$ cat config.mk
export PLATFORM = sky130hd
export DESIGN_NAME = psc_regs
export DESIGN_NICKNAME = d
export VERILOG_FILES = /design/src/psc_pkg.sv /design/src/psc_regs.sv
export SDC_FILE = /design/constraint.sdc
export NUM_CORES = 1
export LEC_CHECK = 0
export ABC_AREA = 1
export BUFFER_PORTS_ARGS = -buffer_cell sky130_fd_sc_hd__buf_4
export CAP_MARGIN = 20
export CORE_MARGIN = 3
export CORE_UTILIZATION = 45
export CTS_BUF_LIST = sky130_fd_sc_hd__clkbuf_4
export DETAILED_ROUTE_END_ITERATION = 7
export PLACE_DENSITY = 0.7
export SLEW_MARGIN = 20
export SYNTH_ARGS = -nofsm -noshare
export SYNTH_HDL_FRONTEND = slang
export SYNTH_SLANG_ARGS = --single-unit
export TNS_END_PERCENT = 20
$ cat constraint.sdc
create_clock -name clk -period 3.2 [get_ports clk]
set_clock_uncertainty 0.2 [all_clocks]
set_input_delay 0 -clock clk [delete_from_list [all_inputs] [get_ports clk]]
set_output_delay 0 -clock clk [all_outputs]
set_load 0.02 [all_outputs]
$ cat src/psc_pkg.sv
// ----------------------------------------------------------------------------
// psc_pkg
// Shared types, codes and saturating Q16.16 helpers for the platoon spacing
// controller.
// ----------------------------------------------------------------------------
package psc_pkg;

    localparam int COUNT_W  = 7;
    localparam int SLOT_W   = 6;
    localparam int DATA_W   = 32;
    localparam int DT_W     = 31;
    localparam int PADDR_W  = 5;

    // operation codes
    localparam logic OP_LOAD = 1'b0;
    localparam logic OP_STEP = 1'b1;

    // result status codes
    localparam logic ST_OK  = 1'b0;
    localparam logic ST_FEW = 1'b1;

    // register indexes
    localparam logic [2:0] REG_COUNT   = 3'd0;
    localparam logic [2:0] REG_DT      = 3'd1;
    localparam logic [2:0] REG_GAP     = 3'd2;
    localparam logic [2:0] REG_KP      = 3'd3;
    localparam logic [2:0] REG_KV      = 3'd4;
    localparam logic [2:0] REG_AUPPER  = 3'd5;
    localparam logic [2:0] REG_ALOWER  = 3'd6;

    // register reset values
    localparam logic [COUNT_W-1:0]       RST_COUNT  = 7'd0;
    localparam logic [DT_W-1:0]          RST_DT     = 31'd6554;
    localparam logic signed [DATA_W-1:0] RST_GAP    = 32'sd655360;
    localparam logic signed [DATA_W-1:0] RST_KP     = 32'sd32768;
    localparam logic signed [DATA_W-1:0] RST_KV     = 32'sd65536;
    localparam logic signed [DATA_W-1:0] RST_AUPPER = 32'sd196608;
    localparam logic signed [DATA_W-1:0] RST_ALOWER = -32'sd327680;

    typedef struct packed {
        logic [COUNT_W-1:0]       vehicle_count;
        logic [DT_W-1:0]          time_step;
        logic signed [DATA_W-1:0] desired_gap;
        logic signed [DATA_W-1:0] spacing_gain;
        logic signed [DATA_W-1:0] speed_gain;
        logic signed [DATA_W-1:0] accel_upper;
        logic signed [DATA_W-1:0] accel_lower;
    } cfg_t;

    // multiplier operand selection
    typedef enum logic [1:0] {
        MUL_KP_ERR = 2'd0,
        MUL_KV_DV  = 2'd1,
        MUL_ACC_DT = 2'd2,
        MUL_SPD_DT = 2'd3
    } mul_sel_t;

    // controller to datapath
    typedef struct packed {
        logic               load_wr;
        logic               read_en;
        logic               diff_en;
        logic               err_en;
        logic               mul_en;
        mul_sel_t           mul_sel;
        logic               t1_en;
        logic               sum_en;
        logic               clamp_en;
        logic               spd_en;
        logic               pos_en;
        logic               fail_load;
        logic               leader;
        logic               last;
        logic [COUNT_W-1:0] idx;
    } cmd_t;

    // datapath to controller
    typedef struct packed {
        logic out_free;
    } stat_t;

    // clip a 33-bit signed value into 32 bits
    function automatic logic signed [DATA_W-1:0] sat33(input logic signed [DATA_W:0] v);
        logic signed [DATA_W-1:0] r;
        if (v[DATA_W] != v[DATA_W-1])
            r = v[DATA_W] ? {1'b1, {(DATA_W-1){1'b0}}} : {1'b0, {(DATA_W-1){1'b1}}};
        else
            r = v[DATA_W-1:0];
        return r;
    endfunction

    function automatic logic signed [DATA_W-1:0] sat_add(input logic signed [DATA_W-1:0] a,
                                                        input logic signed [DATA_W-1:0] b);
        logic signed [DATA_W:0] s;
        s = {a[DATA_W-1], a} + {b[DATA_W-1], b};
        return sat33(s);
    endfunction

    function automatic logic signed [DATA_W-1:0] sat_sub(input logic signed [DATA_W-1:0] a,
                                                        input logic signed [DATA_W-1:0] b);
        logic signed [DATA_W:0] s;
        s = {a[DATA_W-1], a} - {b[DATA_W-1], b};
        return sat33(s);
    endfunction

    // q16.16 product scaling: floor shift by 16, then clip to 32 bits
    function automatic logic signed [DATA_W-1:0] qscale(input logic signed [2*DATA_W-1:0] p);
        logic signed [DATA_W-1:0] r;
        if ((&p[63:47]) || !(|p[63:47]))
            r = p[47:16];
        else
            r = p[63] ? {1'b1, {(DATA_W-1){1'b0}}} : {1'b0, {(DATA_W-1){1'b1}}};
        return r;
    endfunction

endpackage

$ cat src/psc_regs.sv
// ----------------------------------------------------------------------------
// psc_regs
// Configuration register file behind a simple apb-style port.
// ----------------------------------------------------------------------------
module psc_regs
    import psc_pkg::*;
(
    input  logic               clk,
    input  logic               rst_n,
    input  logic               psel,
    input  logic               penable,
    input  logic               pwrite,
    input  logic [PADDR_W-1:0] paddr,
    input  logic [31:0]        pwdata,
    output logic [31:0]        prdata,
    output logic               pready,
    output cfg_t               cfg
);

    cfg_t       cfg_reg;
    logic       wr_en;
    logic [2:0] reg_idx;

    assign pready  = 1'b1;
    assign wr_en   = psel && penable && pwrite;
    assign reg_idx = paddr[4:2];
    assign cfg     = cfg_reg;

    always_ff @(posedge clk or negedge rst_n)
    begin
        if (!rst_n)
        begin
            cfg_reg.vehicle_count <= RST_COUNT;
            cfg_reg.time_step     <= RST_DT;
            cfg_reg.desired_gap   <= RST_GAP;
            cfg_reg.spacing_gain  <= RST_KP;
            cfg_reg.speed_gain    <= RST_KV;
            cfg_reg.accel_upper   <= RST_AUPPER;
            cfg_reg.accel_lower   <= RST_ALOWER;
        end
        else if (wr_en)
        begin
            unique case (reg_idx)
                REG_COUNT:  cfg_reg.vehicle_count <= pwdata[COUNT_W-1:0];
                REG_DT:     cfg_reg.time_step     <= pwdata[DT_W-1:0];
                REG_GAP:    cfg_reg.desired_gap   <= pwdata;
                REG_KP:     cfg_reg.spacing_gain  <= pwdata;
                REG_KV:     cfg_reg.speed_gain    <= pwdata;
                REG_AUPPER: cfg_reg.accel_upper   <= pwdata;
                REG_ALOWER: cfg_reg.accel_lower   <= pwdata;
                default:    ;
            endcase
        end
    end

    always_comb
    begin
        unique case (reg_idx)
            REG_COUNT:  prdata = {25'd0, cfg_reg.vehicle_count};
            REG_DT:     prdata = {1'b0, cfg_reg.time_step};
            REG_GAP:    prdata = cfg_reg.desired_gap;
            REG_KP:     prdata = cfg_reg.spacing_gain;
            REG_KV:     prdata = cfg_reg.speed_gain;
            REG_AUPPER: prdata = cfg_reg.accel_upper;
            REG_ALOWER: prdata = cfg_reg.accel_lower;
            default:    prdata = 32'd0;
        endcase
    end

endmodule

* Word level (Yosys, flattened, before mapping)
Index checks and enable logic that the tools add are counted.
** Word-level totals
- Output and inout bits :: 231
- Logic and storage cells :: 24
- Bits in registers :: 198
- Input bits :: 42
** Operators by class
- Equal/unequal tests :: 6
- Muxes and demuxes :: 1
- Reduce and logical (&&, ||, !) cells :: 10
** Operator list (count)
- one-hot mux 32 bit (7 select lines) :: 1
- AND reduction 2 bit :: 7
- equality test 3 bit, second input constant :: 3
- equality test 3 x 2 -> 1 bit, second input constant :: 2
- equality test 3 x 1 -> 1 bit, second input constant :: 1
- logical NOT 3 bit :: 1
- logical AND 1 bit :: 2

* Longest topological paths before layout
- Depth in word-level cells :: 3
- Mapped depth :: 8
- Depth with buffers taken out :: 6

* Least setup slack after synthesis
Ideal clock, no wire load.
- Kind :: input to register
- Start :: in paddr[3]
- End :: reg cfg_reg, in the netlist cfg[131]
- Library setup time :: 121 ps
- Cell stages on the path :: 7
- Buffers on the path :: 2
- Slack :: 2005 ps
- Data required time :: 2879 ps
- Data arrival time :: 874 ps
- Cells stage by stage :: buf_4 > inv_2 > nor3_2 > nand2_2 > clkbuf_1 > nand2_1 > o21ai_1
** On the way
- Word-level cells in the longest chain between the ends :: 2
** RTL lines
- from (decl) :: line psc_regs.sv:13 : input logic [PADDR_W-1:0] paddr,
- equality test 3 x 2 -> 1 bit :: line psc_regs.sv:43 : unique case (reg_idx)
- AND reduction 2 bit (no line)
- to (decl) :: line psc_regs.sv:20 : cfg_t cfg_reg;
No other way between the ends.
A chain may end at the register's enable or synchronous reset.

* Worst setup path in the final report
- Start :: in paddr[3]
- End :: reg cfg_reg, in the netlist cfg[78]
** On the way
- Word-level cells in the longest chain between the ends :: 2
** RTL lines (line)
- equality test 3 bit :: psc_regs.sv:43
- AND reduction 2 bit (no line)
No other way between the ends.

==> results.md <==
- Final wirelength: 35.9 mm
- CP Cell Sequence: dlygate4sd3_1, buf_4, nor2_4, nand2_1, nor2_4, nand2_1, dlygate4sd3_1, nand2_1
- Hold/Removal Path Class: input port to flip-flop
- Area share of the largest cell type after synthesis: 42.8%
- Worst Hold Launch: pwdata[21]
- Most frequent cells in the layout: nand2_1 (466), buf_4 (282), dfrtp_1 (170), o21ai_0 (149), nand4_1 (127)
- Mapped Cells: 1287
- CTS clk-pin slew, worst paths: 180 ps
- Min-Delay Path Depth: 4
- Layout cells sized above 1: 22.8%
- Chip Width: 155 um
- CTS resizes: 0
- Clock Path Buffers: 2
- Synth Area per Inst: 7.72 sq um
- Setup bufs post-CTS: 0
- Hold Vio Cnt, Final: 0
- Pre-Repair DR Iteration Count: 7
- Number of I/O pins: 273
- Number of CTS-inserted buffers: 17
- Initial core utilization: 46.5%
- Reg2reg end: cfg[172]$_DFFE_PN1P_
- Clk Latency, worst-skew pair: 590 ps
- Chip height: 155 um
- Drt wl/cell: 19.2 um
- Post-route insts no fill: 1866
- Max Slew Vio Count: 0
- Post-synthesis register bit count: 198
- Commonest non-fill, non-tap cell in the layout: nand2_1
- H-tree Lvls: 4
- Worst setup path class: input port to flip-flop
- R2R setup slack: 2170 ps
- Die Area: 0.0239 sq mm
- CP max stage cell: nor2_4
- Placed Instances: 1740
- GRT Residual Overflow: 0
- Min cycle time layout: 2800 ps
- Initial antenna violation count: 1
- Final setup fails: 0
- Routability Congestion: 0.841
- DRC viols: 0
- Overall Power: 7.37 mW
- Power Density: 560 mW/mm^2
- Vias in the first global route: 10066
- Unrepaired setup endpoints after global routing: false
- Drt first-iter violations: 1020
- Top delay family on crit path: simple AND/OR/NAND/NOR gates
- Met1 Resource Use GR: 38.5%
- Antenna viol nets, final: 0
- Cts hold-fix bufs: 93
- Synth warn: 0
- Worst slew margin: 32.0%
- GR peak layer: met2
- Min Hold Slack: 33.9 ps
- Drt via density: 5.60
- CP max stage delay: 830 ps
- Place WS: 850 ps
- Root Driver: clkbuf_4
- Largest register FFs: 198
- Final core occ: 61.6%
- Crit-path most repeated cell: nand2_1
- I/O Buffers: 269
- Ratio of final minimum period to clock period: 87.4%
- Seq/Total Area, Yosys: 50.2%
- Global Route Usage Sum: 29.5%
- Pleak: 6.95 nW
- CTS tree: done
- Crit-path max FO: 45
- Routing usage on met2: 48.2%
- Yosys cell types: 26
- Synthesized cell area: 0.00994 sq mm
- Largest net degree at the start of global routing: 99
- Met3 Use GR: 5.62%
- Syn-to-layout area delta: 32.4%
- Fin worst setup slack: 403 ps
- # rows: 53
- Status: finished clean
- CP Data Required Time: 3560 ps
- Max-Cap Viols: 0
- Worst Setup End Kind: flip-flop
- Startpoint class of the critical path: input port
- Post-DP HPWL: 22.4 mm
- Launching point of the worst reg2reg path: cfg[172]$_DFFE_PN1P_
- Final instance area: 0.0132 sq mm
- Core ar.: 0.0214 sq mm
- Via count: 10457
- Maximum vdd drop: 0.272 mV
- Peak Freq: 0.358 GHz
- CP Buf/Inv Count: 3
- Final TNS setup: 0 ps
- Syn nets: 1329
- Layout Nets: 1619
- WHS Endpoint: cfg[181]$_DFFE_PN0P_
- CTS Sinks: 198
- Top post-synthesis cells by area: dfrtp_1 (43%), nand2_1 (18%), nand4_1 (8.0%), o21ai_0 (7.5%), dfstp_2 (7.4%)
- Critical Path AT: 3160 ps
- R2R depth: 2
- Least-Margin Pin Slew: 1020 ps
- DP Area: 0.0119 sq mm
- First-pass GRT wire length: 56.2 mm
- Area leader, netlist: dfrtp_1
[layout make-up]
class | instances | area (sq um)
inverters | 67 | 256
flip-flops and latches | 198 | 4990
diodes | 1 | 2.50
fillers | 1963 | 8200
clock inverters | 14 | 140
repair buffers | 378 | 3100
multi-input cells | 915 | 4190
well taps | 275 | 344
clock buffers | 18 | 135
[per-layer routing]
metal / part of all wire (%) / up-vias
li1: - / 4845
met1: 39 / 5019
met2: 49 / 512
met3: 8.4 / 81
met4: 3.9 / 0
met5: 0 / -
[worst max-delay path by stage]
stage	to	start	slack, ps	cells after the start
global placement	cfg[172]$_DFFE_PN1P_	paddr[2]	900	6
detailed placement	cfg[172]$_DFFE_PN1P_	paddr[2]	850	6
finish	cfg[78]$_DFFE_PN0P_	paddr[3]	400	8
floorplan	cfg[131]$_DFFE_PN0P_	paddr[3]	2010	7
CTS	cfg[78]$_DFFE_PN0P_	paddr[3]	520	8
global route	cfg[78]$_DFFE_PN0P_	paddr[3]	270	8
[kinds of logic (layout without fill, tap and decap cells)]
family | after synthesis | after routing | share of synthesized area [%]
simple gates | 717 | 717 | 32.1
other cells | 1 | 2 | 0.0377
compound gates | 197 | 197 | 9.92
buf+inv | 174 | 477 | 7.76
flops | 198 | 198 | 50.2
[cell usage after synthesis]
cell type / count
buf_1: 5
buf_2: 47
buf_4: 6
buf_6: 4
clkbuf_1: 42
clkbuf_2: 3
conb_1: 1
dfrtp_1: 170
dfstp_2: 28
inv_1: 63
inv_2: 3
inv_4: 1
nand2_1: 466
nand2_2: 1
nand2_4: 1
nand3_1: 65
nand3_2: 1
nand3_4: 1
nand4_1: 127
nor2_1: 46
nor2_2: 2
nor2_4: 5
nor2_8: 1
nor3_2: 1
o21ai_0: 149
o21ai_1: 48
[where the power goes]
group          leakage [nW]  switching [mW]  internal, mW  total, mW
registers              2.50           0.396          3.01       3.41
clock network         0.142           0.938         0.416       1.35
logic                  4.31            1.59          1.02       2.61
total                  6.95            2.92          4.45       7.37
[worst reg2reg max path: cells and delay by family (launching register included)]
family / cells / cell delay, ps
compound gates: 1 / 110
simple gates: 1 / 50
flops: 1 / 590
(Power assumes the default switching activity.)
