<file path="config.mk">
export PLATFORM = sky130hd
export DESIGN_NAME = psc_ctrl
export DESIGN_NICKNAME = d
export VERILOG_FILES = /design/src/psc_pkg.sv /design/src/psc_ctrl.sv
export SDC_FILE = /design/constraint.sdc
export NUM_CORES = 1
export LEC_CHECK = 0
export BUFFER_PORTS_ARGS = -buffer_cell sky130_fd_sc_hd__buf_2
export CORE_AREA = 8 8 63 65
export CTS_CLUSTER_SIZE = 28
export DETAILED_ROUTE_END_ITERATION = 8
export DIE_AREA = 0 0 71 73
export PLACE_DENSITY = 0.86
export SYNTH_ARGS = -nofsm -noshare
export SYNTH_HDL_FRONTEND = slang
export SYNTH_SLANG_ARGS = --single-unit
export TNS_END_PERCENT = 30
</file>
<file path="constraint.sdc">
create_clock -name clk -period 5.8 [get_ports clk]
set_input_delay 0.58 -clock clk [delete_from_list [all_inputs] [get_ports clk]]
set_output_delay 0.58 -clock clk [all_outputs]
set_load 0.1 [all_outputs]
</file>
<file path="src/psc_pkg.sv">
// ----------------------------------------------------------------------------
// psc_pkg
// Shared types, codes and saturating Q16.16 helpers for the platoon spacing
// controller.
// ----------------------------------------------------------------------------
package psc_pkg;

    localparam int COUNT_W  = 7;
    localparam int SLOT_W   = 6;
    localparam int DATA_W   = 32;
    localparam int DT_W     = 31;
    localparam int PADDR_W  = 5;

    // operation codes
    localparam logic OP_LOAD = 1'b0;
    localparam logic OP_STEP = 1'b1;

    // result status codes
    localparam logic ST_OK  = 1'b0;
    localparam logic ST_FEW = 1'b1;

    // register indexes
    localparam logic [2:0] REG_COUNT   = 3'd0;
    localparam logic [2:0] REG_DT      = 3'd1;
    localparam logic [2:0] REG_GAP     = 3'd2;
    localparam logic [2:0] REG_KP      = 3'd3;
    localparam logic [2:0] REG_KV      = 3'd4;
    localparam logic [2:0] REG_AUPPER  = 3'd5;
    localparam logic [2:0] REG_ALOWER  = 3'd6;

    // register reset values
    localparam logic [COUNT_W-1:0]       RST_COUNT  = 7'd0;
    localparam logic [DT_W-1:0]          RST_DT     = 31'd6554;
    localparam logic signed [DATA_W-1:0] RST_GAP    = 32'sd655360;
    localparam logic signed [DATA_W-1:0] RST_KP     = 32'sd32768;
    localparam logic signed [DATA_W-1:0] RST_KV     = 32'sd65536;
    localparam logic signed [DATA_W-1:0] RST_AUPPER = 32'sd196608;
    localparam logic signed [DATA_W-1:0] RST_ALOWER = -32'sd327680;

    typedef struct packed {
        logic [COUNT_W-1:0]       vehicle_count;
        logic [DT_W-1:0]          time_step;
        logic signed [DATA_W-1:0] desired_gap;
        logic signed [DATA_W-1:0] spacing_gain;
        logic signed [DATA_W-1:0] speed_gain;
        logic signed [DATA_W-1:0] accel_upper;
        logic signed [DATA_W-1:0] accel_lower;
    } cfg_t;

    // multiplier operand selection
    typedef enum logic [1:0] {
        MUL_KP_ERR = 2'd0,
        MUL_KV_DV  = 2'd1,
        MUL_ACC_DT = 2'd2,
        MUL_SPD_DT = 2'd3
    } mul_sel_t;

    // controller to datapath
    typedef struct packed {
        logic               load_wr;
        logic               read_en;
        logic               diff_en;
        logic               err_en;
        logic               mul_en;
        mul_sel_t           mul_sel;
        logic               t1_en;
        logic               sum_en;
        logic               clamp_en;
        logic               spd_en;
        logic               pos_en;
        logic               fail_load;
        logic               leader;
        logic               last;
        logic [COUNT_W-1:0] idx;
    } cmd_t;

    // datapath to controller
    typedef struct packed {
        logic out_free;
    } stat_t;

    // clip a 33-bit signed value into 32 bits
    function automatic logic signed [DATA_W-1:0] sat33(input logic signed [DATA_W:0] v);
        logic signed [DATA_W-1:0] r;
        if (v[DATA_W] != v[DATA_W-1])
            r = v[DATA_W] ? {1'b1, {(DATA_W-1){1'b0}}} : {1'b0, {(DATA_W-1){1'b1}}};
        else
            r = v[DATA_W-1:0];
        return r;
    endfunction

    function automatic logic signed [DATA_W-1:0] sat_add(input logic signed [DATA_W-1:0] a,
                                                        input logic signed [DATA_W-1:0] b);
        logic signed [DATA_W:0] s;
        s = {a[DATA_W-1], a} + {b[DATA_W-1], b};
        return sat33(s);
    endfunction

    function automatic logic signed [DATA_W-1:0] sat_sub(input logic signed [DATA_W-1:0] a,
                                                        input logic signed [DATA_W-1:0] b);
        logic signed [DATA_W:0] s;
        s = {a[DATA_W-1], a} - {b[DATA_W-1], b};
        return sat33(s);
    endfunction

    // q16.16 product scaling: floor shift by 16, then clip to 32 bits
    function automatic logic signed [DATA_W-1:0] qscale(input logic signed [2*DATA_W-1:0] p);
        logic signed [DATA_W-1:0] r;
        if ((&p[63:47]) || !(|p[63:47]))
            r = p[47:16];
        else
            r = p[63] ? {1'b1, {(DATA_W-1){1'b0}}} : {1'b0, {(DATA_W-1){1'b1}}};
        return r;
    endfunction

endpackage

</file>
<file path="src/psc_ctrl.sv">
// ----------------------------------------------------------------------------
// psc_ctrl
// Sequencer: accepts requests and walks the vehicles one at a time through
// the shared datapath.
// ----------------------------------------------------------------------------
module psc_ctrl
    import psc_pkg::*;
#(
    parameter int MAX_VEHICLES = 64
)
(
    input  logic               clk,
    input  logic               rst_n,
    input  logic               in_valid,
    output logic               in_stall,
    input  logic               operation,
    input  logic [COUNT_W-1:0] vehicle_count,
    input  stat_t              stat,
    output cmd_t               cmd
);

    typedef enum logic [12:0] {
        S_IDLE  = 13'b0000000000001,
        S_FAIL  = 13'b0000000000010,
        S_READ  = 13'b0000000000100,
        S_DIFF  = 13'b0000000001000,
        S_ERR   = 13'b0000000010000,
        S_MUL1  = 13'b0000000100000,
        S_MUL2  = 13'b0000001000000,
        S_SUM   = 13'b0000010000000,
        S_CLAMP = 13'b0000100000000,
        S_MUL3  = 13'b0001000000000,
        S_SPD   = 13'b0010000000000,
        S_MUL4  = 13'b0100000000000,
        S_POS   = 13'b1000000000000
    } state_t;

    state_t             state_reg, state_next;
    logic [COUNT_W-1:0] idx_reg, idx_next;
    logic [COUNT_W-1:0] n_reg, n_next;
    logic [COUNT_W-1:0] n_use;
    logic [COUNT_W-1:0] idx_inc;
    logic               accept;
    logic               leader;

    assign in_stall = (state_reg != S_IDLE);
    assign accept   = in_valid && !in_stall;
    assign n_use    = (32'(vehicle_count) > MAX_VEHICLES) ? COUNT_W'(MAX_VEHICLES)
                                                          : vehicle_count;
    assign idx_inc  = idx_reg + COUNT_W'(1);
    assign leader   = (idx_reg == '0);

    always_comb
    begin
        state_next = state_reg;
        idx_next   = idx_reg;
        n_next     = n_reg;

        cmd           = '0;
        cmd.mul_sel   = MUL_SPD_DT;
        cmd.idx       = idx_reg;
        cmd.leader    = leader;
        cmd.last      = (idx_inc == n_reg);

        unique case (state_reg)
            S_IDLE:
            begin
                if (accept)
                begin
                    if (operation == OP_LOAD)
                    begin
                        cmd.load_wr = 1'b1;
                    end
                    else if (n_use < COUNT_W'(2))
                    begin
                        state_next = S_FAIL;
                    end
                    else
                    begin
                        n_next     = n_use;
                        idx_next   = '0;
                        state_next = S_READ;
                    end
                end
            end
            S_FAIL:
            begin
                if (stat.out_free)
                begin
                    cmd.fail_load = 1'b1;
                    state_next    = S_IDLE;
                end
            end
            S_READ:
            begin
                cmd.read_en = 1'b1;
                state_next  = leader ? S_MUL4 : S_DIFF;
            end
            S_DIFF:
            begin
                cmd.diff_en = 1'b1;
                state_next  = S_ERR;
            end
            S_ERR:
            begin
                cmd.err_en = 1'b1;
                state_next = S_MUL1;
            end
            S_MUL1:
            begin
                cmd.mul_en  = 1'b1;
                cmd.mul_sel = MUL_KP_ERR;
                state_next  = S_MUL2;
            end
            S_MUL2:
            begin
                cmd.t1_en   = 1'b1;
                cmd.mul_en  = 1'b1;
                cmd.mul_sel = MUL_KV_DV;
                state_next  = S_SUM;
            end
            S_SUM:
            begin
                cmd.sum_en = 1'b1;
                state_next = S_CLAMP;
            end
            S_CLAMP:
            begin
                cmd.clamp_en = 1'b1;
                state_next   = S_MUL3;
            end
            S_MUL3:
            begin
                cmd.mul_en  = 1'b1;
                cmd.mul_sel = MUL_ACC_DT;
                state_next  = S_SPD;
            end
            S_SPD:
            begin
                cmd.spd_en = 1'b1;
                state_next = S_MUL4;
            end
            S_MUL4:
            begin
                cmd.mul_en  = 1'b1;
                cmd.mul_sel = MUL_SPD_DT;
                state_next  = S_POS;
            end
            S_POS:
            begin
                if (stat.out_free)
                begin
                    cmd.pos_en = 1'b1;
                    if (idx_inc == n_reg)
                    begin
                        state_next = S_IDLE;
                    end
                    else
                    begin
                        idx_next   = idx_inc;
                        state_next = S_READ;
                    end
                end
            end
            default:
            begin
                state_next = S_IDLE;
            end
        endcase
    end

    always_ff @(posedge clk or negedge rst_n)
    begin
        if (!rst_n)
        begin
            state_reg <= S_IDLE;
            idx_reg   <= '0;
            n_reg     <= '0;
        end
        else
        begin
            state_reg <= state_next;
            idx_reg   <= idx_next;
            n_reg     <= n_next;
        end
    end

endmodule

</file>
# == Word-level counts from Yosys, hierarchy flattened ==
# Index checks and enable logic that the tools add are counted.
# W data, S select, Z words.
# word_totals
regBits,27
out_inout_bits,23
input_bits,12
elab_cells,64
# op_classes
n_reduce_logical,7
addsub,1
bitwise_logic,1
mux,29
n_eq_ne,21
n_lt_le_gt_ge,2
# ops
cell,count
$pmux W13 S13,1
$mux W13,4
$mux W7,6
$pmux W7 S2,1
$eq A13 B1 Y1 const B,1
$eq A13 B10 Y1 const B,1
$eq A13 B11 Y1 const B,1
$eq A13 B12 Y1 const B,1
$eq A13 B13 Y1 const B,1
$eq A13 B2 Y1 const B,1
$eq A13 B3 Y1 const B,1
$eq A13 B4 Y1 const B,1
$eq A13 B5 Y1 const B,1
$eq A13 B6 Y1 const B,1
$eq A13 B7 Y1 const B,1
$eq A13 B8 Y1 const B,1
$eq A13 B9 Y1 const B,1
$mux W1,13
$ne A13 B1 Y1 const B,1
$mux W12,1
$ne A2 B2 Y1 const B,6
$pmux W3 S4,1
$reduce_and A4 Y1,2
$add A7 B1 Y7 const B,1
10 further kinds,11

# == Depth between registers and ports, before layout ==
# logic_depth
word_depth,7
ltp_mapped,9

# == Worst setup path after synthesis ==
# No wires, ideal clock.
# synth_path
kind,register -> output
from,reg state_reg[7]
to,out cmd[21] (netlist name)
slack_ns,0.728
stages_incl_launch_ff,6
path_buffers,1
t_required_ns,5.220
t_arrival_ns,4.492
path_cell_list,dfrtp_1 > buf_6 > or4_4 > nor4_4 > nand4b_2 > nor3b_1
# synth_lines
item,line,source
start: declaration,psc_ctrl.sv:38,"state_t state_reg, state_next;"
start signal: assignment,psc_ctrl.sv:182,state_reg <= state_next;
end: declaration,psc_ctrl.sv:19,output cmd_t cmd

==> summary.txt <==
PLACEMENT
---------------------------------------------------------------------------------
Worst slack, placed                                                       2930 ps
DPL Wire Length                                                           2780 um
Last weighted congestion value of the routability-driven placer             0.781
PortBufs                                                                       34
Total placed instance area                                               1830 um2

TIMING
---------------------------------------------------------------------------------
Max-slew violations                                                             0
RSZ-0062 raised after global routing                                        false
Post-layout minimum cycle time                                            3240 ps
Worst-case clock skew                                                     8.03 ps
Achievable Freq                                                         0.309 GHz
Final worst-path cycle share                                                55.8%
Worst slew margin                                                           60.0%
Slew at the pin with the worst max-slew slack                              600 ps
Min setup slack post-route                                                2560 ps
Final count of hold timing violations                                           0
Total negative slack for setup checks                                        0 ps
Endpoints failing setup                                                         0

CTS
---------------------------------------------------------------------------------
Clock latency on the worst-skew pair                                       330 ps
H-tree levels                                                                   1
CTS root buf                                                             clkbuf_4
PostCTS Resize Cnt                                                              0
Post-CTS Setup Repair Bufs                                                      0
Number of buffers inserted by hold repair at cts                                0
Longest Clk Path Bufs                                                           2
TritonCTS clock tree                                                         done
Clock sink total                                                               27
Number of buffers added by the clock tree synthesis step                        3
Clock-pin slew on the worst setup and hold paths                           140 ps

DETAILED ROUTING
---------------------------------------------------------------------------------
Number of antenna-violating nets in the routed design                           0
Count of vias placed by the detailed router                                  1403
Detailed Route Iter0 Violations                                                68
Average vias per placed instance                                             5.82
Routed WL                                                                 3610 um
Mean routed wirelength per cell                                           15.0 um
First-pass iteration count of the detailed router                               4
Number of remaining DRC errors                                                  0

FINAL LAYOUT
---------------------------------------------------------------------------------
Number of flip-flops in the largest register                                   13
Sequential cell area in the final layout                                  677 um2
Synth-to-layout area growth                                                 10.4%
Fill cell count                                                               280
Area of the multi-input gates                                             916 um2
Ant. Diodes                                                                     0
Area of all placed cells without fillers                                 1860 um2
# nets final                                                                  223
Fraction of final layout cells sized beyond drive strength 1                23.6%

PWR
---------------------------------------------------------------------------------
Static leakage                                                           0.899 nW
Switching part of the total power                                           44.5%
Maximum ir drop on the vdd rail                                          0.147 mV
Overall power of the completed layout                                      583 uW
Internal power                                                             323 uW
Part of the total power dissipated in the clock network                     13.9%
Logic pwr share                                                             43.3%
Sequential cell fraction of total power                                     42.8%
Total power per unit cell area                                         313 nW/um2
Switching power summed over all nets                                       259 uW

SYNTHESIS
---------------------------------------------------------------------------------
Fraction of synthesis flops using an asynchronous set or reset pin           100%
Distinct cells, synth                                                          47
Compound-cell area share of the yosys netlist                               15.8%
Xor-xnor portion of the synthesized cell area                               7.80%
Fraction of the mapped netlist area in simple logic gates                   28.6%
Count of synthesis-stage warnings from yosys                                    0
Post-Synth Adder-Cell Area                                                  1.48%
Area of the mapped netlist                                               1690 um2
Mapped Nets                                                                   195
Mapped Cells                                                                  181
Post-synthesis register bit count                                              27
Number of synthesized flops with an enable pin                                  0
Average cell area after synthesis                                        9.31 um2
Largest family of logic cells by synthesized area                    simple AND/OR/NAND/NOR gates
Sequential-to-total area share from yosys stat                              40.2%
Main synth FF type                                                        dfrtp_1
Multiplexer share of the synthesized area                                  0.668%

CRITICAL PATH
---------------------------------------------------------------------------------
Worst Path Required                                                       5220 ps
CP arrival                                                                2660 ps
Number of cells traversed by the worst register-to-register path                5
Critical path class                                                  flop to primary output
Startpoint type of the worst setup path                                      flop
R2R Setup Slk                                                             3180 ps
Maximum net fanout on the critical path                                         7
End point of the critical path                                            cmd[13]
CP endpoint kind                                                     primary output
Crit path from                                                       state_reg[9]
Terminus of the critical flop-to-flop path                               n_reg[6]
R2R Path Start                                                       state_reg[5]

GRT
---------------------------------------------------------------------------------
Antenna violations before repair                                                0
GRT met3 Usage                                                              3.30%
Met1 track demand over resource                                             16.2%
First-pass GRT wire length                                                6150 um
Maximum number of pins on one net before global-route repair                   28
GRT Max-Usage Layer                                                          met2
GR Util All Layers                                                          14.4%
Global route total overflow                                                     0
Number of global-route vias before repair                                    1381
GRT met2 Usage                                                              26.4%

FLOORPLAN
---------------------------------------------------------------------------------
IO Pins                                                                        35
DIE AREA                                                                 5180 um2
Initial cell density of the core                                            57.1%
Horizontal die dimension                                                    71 um
Rows                                                                           20
Placeable Area                                                           2950 um2
Die Span Y                                                                  73 um

RUN
---------------------------------------------------------------------------------
Max-cap viol count                                                              0

HOLD PATH
---------------------------------------------------------------------------------
Worst min-delay path category                                        input port to asynchronous set/reset pin

STATUS
---------------------------------------------------------------------------------
Run status                                                           complete, no violations

[layer usage]
metal / part of all wire (%) / wire, um
met1: 43 / 1570
met2: 51 / 1850
met3: 4.8 / 172
met4: 0.61 / 22
met5: 0 / 0
[worst max-delay path, stage by stage, from the launching register on]
cell     delay (ps)
dfrtp_1         470
or3_1           530
nor4_1          450
nand2_1         190
nor3b_1         240
buf_2           460
[synth_stat cells, drive strengths merged (3+ instances only)]
cell type | instances | share of area [%]
and3 | 4 | 1.5
buf | 5 | 2.4
clkbuf | 6 | 1.3
dfrtp | 26 | 39
inv | 8 | 1.8
nand2 | 15 | 3.3
nand2b | 7 | 2.6
nand3 | 8 | 2.4
nor2 | 14 | 3.1
nor3 | 3 | 0.89
nor3b | 10 | 4.5
nor4 | 5 | 2.7
o211ai | 5 | 3.1
o21ai | 13 | 3.9
o31ai | 4 | 1.8
or3 | 3 | 1.1
xnor2 | 8 | 4.2
xor2 | 7 | 3.6
[area by class of cell]
class                      instances  share of cell area [%]
sequential                        27                    36.4
clock buffer                       4                    1.41
timing repair buffer              34                    9.15
tap                               33                    2.22
inverter                           8                    1.61
multi-input combinational        135                    49.2
[through the flow]
step / instances / utilization, % / hold slack, ps
after floorplan: 181 / - / 284
after global placement: 237 / 62.1 / 504
after detailed placement: 237 / 62.1 / 496
after CTS: 241 / 63.0 / 242
after global routing: 241 / 63.0 / 256
final: 241 / 63.0 / 232
[cells in the final DEF, fill, tap and decap left out, drive strengths merged, types with 8 or more instances in the layout]
cell	n
buf	34
dfrtp	26
inv	8
nand2	15
nand3	8
nor2	14
nor3b	10
o21ai	13
xnor2	8
[cell families after synthesis]
kind of cell	count (synthesis)
adders and majority gates	2
AOI/OAI and AO/OA	36
muxes	1
and+or+nand+nor	81
xor gates and xnor gates	15
buffers and inverters	19
DFF	27
[worst min-delay path by stage]
stage / endpoint / slack (ps) / start
finish: state_reg[8] / 230 / rst_n
floorplan: idx_reg[0] / 280 / rst_n
detailed placement: n_reg[1] / 500 / n_reg[1]
global placement: n_reg[1] / 500 / n_reg[1]
global route: state_reg[8] / 260 / rst_n
CTS: state_reg[8] / 240 / rst_n
[power by group through the flow]
stage | logic, mW | registers, mW | clock network, mW
final | 0.252 | 0.249 | 0.0812
after global routing | 0.278 | 0.252 | 0.0927
after floorplan | 0.210 | 0.249 | 0
after global placement | 0.246 | 0.252 | 0
after detailed placement | 0.253 | 0.253 | 0
after CTS | 0.254 | 0.249 | 0.0867
(Power assumes the default switching activity.)
